<file path="src/hdl/vct_pkg.sv">
package vct_pkg;

    localparam int COORD_FRAC_BITS = 8;
    localparam int SCALE_FRAC_BITS = 16;
    localparam int ROT_FRAC_BITS   = 16;

    localparam int COORD_W    = 32;
    localparam int SCALE_W    = 24;
    localparam int TRIG_W     = 18;
    localparam int CFG_IDX_W  = 3;
    localparam int CFG_DATA_W = 32;

    // intermediate values live in +-(2^44 - 1)
    localparam int INT_W  = 45;
    localparam int MB_W   = SCALE_W + 1;
    localparam int PROD_W = INT_W + MB_W;
    localparam int ACC_W  = PROD_W + 1;
    localparam int NUM_W  = INT_W + SCALE_FRAC_BITS;
    localparam int DCNT_W = $clog2(NUM_W + 1);

    localparam logic [INT_W-1:0] INTER_LIMIT = {1'b0, {(INT_W-1){1'b1}}};

    localparam int QUEUE_DEPTH = 2;
    localparam int QPTR_W      = $clog2(QUEUE_DEPTH);
    localparam int QCNT_W      = $clog2(QUEUE_DEPTH + 1);

    typedef enum logic [1:0] {
        CMD_FWD_POINT  = 2'd0,
        CMD_INV_POINT  = 2'd1,
        CMD_FWD_BOUNDS = 2'd2,
        CMD_INV_BOUNDS = 2'd3
    } t_cmd;

    typedef enum logic [1:0] {
        RND_KEEP  = 2'd0,
        RND_TRUNC = 2'd1,
        RND_HALF  = 2'd2
    } t_round;

    typedef enum logic [CFG_IDX_W-1:0] {
        CFG_SCALE_H = 3'd0,
        CFG_SCALE_V = 3'd1,
        CFG_VOFF_H  = 3'd2,
        CFG_VOFF_V  = 3'd3,
        CFG_COS     = 3'd4,
        CFG_SIN     = 3'd5,
        CFG_RSH_H   = 3'd6,
        CFG_RSH_V   = 3'd7
    } t_cfg_idx;

    typedef struct packed {
        logic        [SCALE_W-1:0] scale_h;
        logic        [SCALE_W-1:0] scale_v;
        logic signed [COORD_W-1:0] voff_h;
        logic signed [COORD_W-1:0] voff_v;
        logic signed [TRIG_W-1:0]  cosine;
        logic signed [TRIG_W-1:0]  sine;
        logic signed [COORD_W-1:0] rsh_h;
        logic signed [COORD_W-1:0] rsh_v;
        logic                      rot_on;
    } t_cfg;

    typedef struct packed {
        logic                      inv;
        logic                      bounds;
        logic                      trunc;
        logic                      half;
        logic signed [COORD_W-1:0] x1;
        logic signed [COORD_W-1:0] y1;
        logic signed [COORD_W-1:0] x2;
        logic signed [COORD_W-1:0] y2;
    } t_item;

endpackage

</file>
<file path="src/hdl/vct_front.sv">
module vct_front (
    input  logic                               i_clk,
    input  logic                               i_rst_n,
    input  logic                               i_valid,
    output logic                               o_ready,
    input  logic [1:0]                         i_command,
    input  logic signed [vct_pkg::COORD_W-1:0] i_in_x,
    input  logic signed [vct_pkg::COORD_W-1:0] i_in_y,
    input  logic signed [vct_pkg::COORD_W-1:0] i_in_x2,
    input  logic signed [vct_pkg::COORD_W-1:0] i_in_y2,
    input  logic [1:0]                         i_round_mode,
    output vct_pkg::t_item                     o_item,
    output logic                               o_item_valid,
    input  logic                               i_item_pop
);

    vct_pkg::t_item                   r_q [vct_pkg::QUEUE_DEPTH];
    logic [vct_pkg::QPTR_W-1:0]       r_wr, r_rd;
    logic [vct_pkg::QCNT_W-1:0]       r_cnt;
    vct_pkg::t_item                   cls;
    logic                             push, pop;

    // decode command and round mode into flags
    always_comb begin
        cls       = '0;
        cls.x1    = i_in_x;
        cls.y1    = i_in_y;
        cls.x2    = i_in_x2;
        cls.y2    = i_in_y2;
        case (vct_pkg::t_cmd'(i_command))
            vct_pkg::CMD_FWD_POINT:  begin cls.inv = 1'b0; cls.bounds = 1'b0; end
            vct_pkg::CMD_INV_POINT:  begin cls.inv = 1'b1; cls.bounds = 1'b0; end
            vct_pkg::CMD_FWD_BOUNDS: begin cls.inv = 1'b0; cls.bounds = 1'b1; end
            default:                 begin cls.inv = 1'b1; cls.bounds = 1'b1; end
        endcase
        case (vct_pkg::t_round'(i_round_mode))
            vct_pkg::RND_TRUNC: begin cls.trunc = 1'b1; cls.half = 1'b0; end
            vct_pkg::RND_HALF:  begin cls.trunc = 1'b1; cls.half = 1'b1; end
            default:            begin cls.trunc = 1'b0; cls.half = 1'b0; end
        endcase
    end

    assign o_ready      = (r_cnt != vct_pkg::QCNT_W'(vct_pkg::QUEUE_DEPTH));
    assign push         = i_valid && o_ready;
    assign o_item_valid = (r_cnt != '0);
    assign pop          = i_item_pop && o_item_valid;
    assign o_item       = r_q[r_rd];

    always_ff @(posedge i_clk) begin
        if (push) begin
            r_q[r_wr] <= cls;
        end
    end

    always_ff @(posedge i_clk) begin
        if (!i_rst_n) begin
            r_wr  <= '0;
            r_rd  <= '0;
            r_cnt <= '0;
        end else begin
            if (push) begin
                r_wr <= r_wr + 1'b1;
            end
            if (pop) begin
                r_rd <= r_rd + 1'b1;
            end
            if (push && !pop) begin
                r_cnt <= r_cnt + 1'b1;
            end else if (pop && !push) begin
                r_cnt <= r_cnt - 1'b1;
            end
        end
    end

endmodule

</file>
<file path="config.mk">
export PLATFORM = sky130hd
export DESIGN_NAME = vct_front
export DESIGN_NICKNAME = d
export VERILOG_FILES = /design/src/hdl/vct_pkg.sv /design/src/hdl/vct_front.sv
export SDC_FILE = /design/constraint.sdc
export NUM_CORES = 1
export LEC_CHECK = 0
export ABC_AREA = 0
export ABC_CLOCK_PERIOD_IN_PS = 8300
export BUFFER_PORTS_ARGS = -buffer_cell sky130_fd_sc_hd__buf_2
export CAP_MARGIN = 25
export CORE_ASPECT_RATIO = 1.2
export CORE_MARGIN = 2
export CORE_UTILIZATION = 28
export DETAILED_ROUTE_END_ITERATION = 16
export PLACE_DENSITY_LB_ADDON = 0.3
export SLEW_MARGIN = 25
export SYNTH_ARGS = -nofsm -noshare
export SYNTH_HDL_FRONTEND = slang
export SYNTH_SLANG_ARGS = --single-unit
</file>
<file path="constraint.sdc">
create_clock -name i_clk -period 8.3 [get_ports i_clk]
set_input_delay 0.83 -clock i_clk [delete_from_list [all_inputs] [get_ports i_clk]]
set_output_delay 0.83 -clock i_clk [all_outputs]
set_load 0.03 [all_outputs]
</file>
# [After elaboration in Yosys (flattened, before gate mapping)]
# Memories as Yosys holds them, arrays and structs flattened. A register that Yosys moved wholly into a read port is not among the register bits.
# Index checks and enable logic that the tools add are counted.
[op_classes] add_sub_neg=4 n_eq_ne=5 n_mux=8 n_reduce_logical=9
[op_table] cell="2-bit case mux with 3 select lines" count=1
[op_table] cell="2-bit by 1-bit equality test with 1-bit output, second input constant" count=2
[op_table] cell="2-bit equality test, second input constant" count=2
[op_table] cell="1-bit logical AND" count=4
[op_table] cell="1-bit two-way mux" count=4
[op_table] cell="2-bit two-way mux" count=2
[op_table] cell="2-bit case mux with 2 select lines" count=1
[op_table] cell="2-bit nonzero test" count=2
[op_table] cell="1-bit adder, second input constant" count=2
[op_table] cell="2-bit by 1-bit adder with 2-bit output, second input constant" count=1
[op_table] cell="1-bit logical NOT" count=2
[op_table] cell="2-bit logical NOT" count=1
[op_table] cell="2-bit != test, second input constant" count=1
[op_table] cell="2-bit by 1-bit subtractor with 2-bit output, second input constant" count=1
[totals] regBits=4 mem_bits_rw=264 inputBits=136 out_inout_bits=134 word_cells=30 memories=1
[memory_table] name="r_q" depth=2 word_bits=132 rd=1 rd_clocked_by_memory_dff=1 write_ports=1 line="vct_front.sv:17" source="vct_pkg::t_item r_q [vct_pkg::QUEUE_DEPTH];"

# [Longest topological paths before layout]
[depth] depth_word=6 depth_mapped=6 ltp_nobuf=6

# [Worst setup path after synthesis]
# No wires, ideal clock.
[synth_path] path_kind="in2reg" startpoint="input port i_valid" endpoint="memory r_q[1][0] (netlist bit), enable pin" setup_ns=0.508 arrival_time_ns=3.917 required_ns=7.792 setup_slack_ns=3.876 stages=1 n_path_buf=0 cell_sequence="and3_1"
[synth_between] elab_chain_cells=3
[synth_rtl] element="start: declaration" line="vct_front.sv:4" source="input logic i_valid,"
[synth_rtl] element="1-bit logical AND" line="vct_front.sv:44" source="assign push = i_valid && o_ready;"
[synth_rtl] element="1-bit two-way mux" line="vct_front.sv:50" source="if (push) begin"
[synth_rtl] element="1-bit two-way mux (implied by the code)" line="vct_front.sv:51" source="r_q[r_wr] <= cls;"
[synth_rtl] element="end: declaration" line="vct_front.sv:17"
# No other way between the ends.

==> out/results.txt <==
DRC: 0
NetSw: 1.33 mW
Final setup fails: 0
Resized cells post-CTS: 0
CTS Sinks: 269
Distinct cells, synth: 23
Number of CTS-inserted buffers: 27
DRT iter0 DRCs: 260
RePlAce Congestion: 0.677
Post-Place Cell Area: 12,000 um^2
Max Transition Viols Final: 0
Hold Path Class: input port to flip-flop
WL/cell: 16.0 um
P_leak: 4.87 nW
CP max FO: 49
Pwr Total: 4.23 mW
Area of the multi-input gates: 1940 um^2
Crit. End Element: output port
First-pass GRT wire length: 28,900 um
Via count: 4,945
Seq. cell area: 8030 um^2
Skew final: 0.0250 ns
HPWL Detailed: 12,600 um
Root Buffer: clkbuf_16
Setup CP Type: flip-flop to output port
Seq pwr share: 0.415
Slowest stage delay, CP: 0.77 ns
Cts hold-fix bufs: 0
Clk buf depth: 3
Vias in the first global route: 5,214
Ys flop type: edfxtp_1
Syn avg cell area: 23.0 um^2
Starting Density: 0.283
Final Core Density: 0.360
Logic pwr share: 0.303
Sw Ratio: 0.314
Drt total wl: 19,400 um
Outcome: finished clean
Relative slew slack: 0.369
Area delta synth->final: 27.3%
Number of synthesized flops with an enable pin: 264
Total internal power: 2.90 mW
Row cnt: 76
Startpoint types: flip-flop
Largest net degree at the start of global routing: 71
TritonCTS clock tree: done
Final hold vios: 0
Critical path arrival: 2.50 ns
Clock-pin slew on the worst setup and hold paths: 0.06 ns
Mapped cell area: 10,100 um^2
IO Count: 270
Placed Cells incl. Taps: 1,165
Tot GR Track Use: 0.0992
Final instance area: 12,900 um^2
Die Area: 37,700 um^2
CP max-delay cell: buf_4
Non-filler cells, final: 1,216
Setup_tns: 0 ns
Congestion Overflow GR: 0
Cells after synthesis: 440
Power share of the clock group: 0.283
Via-to-Cell Ratio: 4.07
Fill count: 3,446
FF+latch count, synth: 269
Commonest non-fill, non-tap cells in the layout: 269 x buf_2, 264 x edfxtp_1, 80 x mux2_4
Antenna-violating nets left: 0
DR pass1 iterations: 4
Layout cells sized above 1: 0.601
# H-tree levels: 1
Fin nets: 865
Port Buf Inserts: 269
Die width: 178 um
Clock latency on the worst-skew pair: 0.54 ns
Core Area: 35,800 um^2
Syn Nets: 578
Async set-reset flop share out of synthesis: 0
Seq/Total Area, Yosys: 0.793
Required @ worst endpoint: 7.47 ns
Most common cell after layout, fill and taps aside: buf_2
RSZ-0062 raised after global routing: false
Slew @ Worst Pin: 0.946 ns
Yosys warnings: 0
Initial antenna violation count: 1
Die H: 212 um
Peak VDD IR: 0.194 mV
Max-cap check violation count: 0
Post-CTS Setup Repair Bufs: 0
Achievable Freq: 300 MHz
Period minus WS final: 3.33 ns
Cell Chain, Critical Path: buf_4, mux2_4, buf_2
Pwr/cell area: 328 nW/um^2
Fin crit share: 0.401
[Yosys cell counts, types with 2 or more instances]
master	count	area, um^2
mux2_4	80	1200
buf_6	9	101
clkbuf_1	2	7.51
inv_1	3	11.3
buf_2	5	25.0
and2_1	4	25.0
mux2_2	52	586
dfxtp_1	5	100
xnor2_1	2	17.5
edfxtp_1	264	7930
ha_1	2	25.0
[path summary, 6_finish.rpt]
path / startpoint / to / slack (ns) / depth (start not counted)
hold / removal: i_in_y2[10] / r_q[1][10]$_DFFE_PP_ / 0.48 / 1
setup reg to reg: r_cnt[0]$_SDFFE_PN0P_ / r_q[1][91]$_DFFE_PP_ / 5.63 / 4
hold reg to reg: r_cnt[1]$_SDFFE_PN0P_ / r_cnt[1]$_SDFFE_PN0P_ / 0.56 / 2
setup / recovery: flip-flop / o_item[118] / 4.97 / 3
[power by group through the flow]
stage	sequential (mW)	combinational (mW)	clock (mW)
after detailed placement	1.79	1.30	0
final	1.75	1.28	1.20
after global routing	1.77	1.37	1.30
after CTS	1.76	1.30	1.25
after floorplan	1.78	0.999	0
after global placement	1.78	1.30	0
[layout make-up]
cell class / instances / area share
Clock buffer: 33 / 0.0542
Multi-Input combinational cell: 151 / 0.151
Tap cell: 468 / 0.0454
Timing Repair Buffer: 275 / 0.111
Inverter: 3 / 0.00126
Sequential cell: 269 / 0.623
Clock inverter: 16 / 0.0137
Antenna cell: 1 / 0.000194
[worst max-delay path: cells and delay by family (launching register included)]
kind	cells	cell delay (ns)
buf+inv	2	0.96
mux	1	0.35
flops	1	0.58
[state kept, by name (all words and copies together), names as in the netlist, named ones only]
| name | flops |
|---|---|
| r_q | 264 |
| r_cnt | 2 |
| r_rd | 1 |
| r_wr | 1 |
[cells by family (layout without fill, tap and decap cells)]
| logic type | count (synthesis) | after routing | share of synthesized area |
|---|---|---|---|
| muxes | 132 | 132 | 0.176 |
| adders and majority gates | 2 | 2 | 0.00247 |
| other | 0 | 1 | 0 |
| xor gates and xnor gates | 3 | 3 | 0.00260 |
| AOI/OAI and AO/OA | 5 | 5 | 0.00346 |
| and+or+nand+nor | 9 | 9 | 0.00643 |
| DFF | 269 | 269 | 0.793 |
| buffers and inverters | 20 | 327 | 0.0158 |
[per-stage QoR]
| step | worst slack, ns | hold slack [ns] |
|---|---|---|
| 6_report | 4.97 | 0.477 |
| 5_1_grt | 4.83 | 0.445 |
| 2_1_floorplan | 3.88 | 0.512 |
| 3_5_place_dp | 5.24 | 0.555 |
| 3_3_place_gp | 5.04 | 0.536 |
| 4_1_cts | 4.71 | 0.438 |
[metal layers]
metal / GRT usage / part of all wire / vias to the layer above
li1: - / - / 2321
met1: 0.115 / 0.38 / 2399
met2: 0.166 / 0.49 / 187
met3: 0.0354 / 0.092 / 36
met4: 0.0404 / 0.029 / 2
met5: 0 / 0.00067 / -
Power figures use the tool's default switching activity.
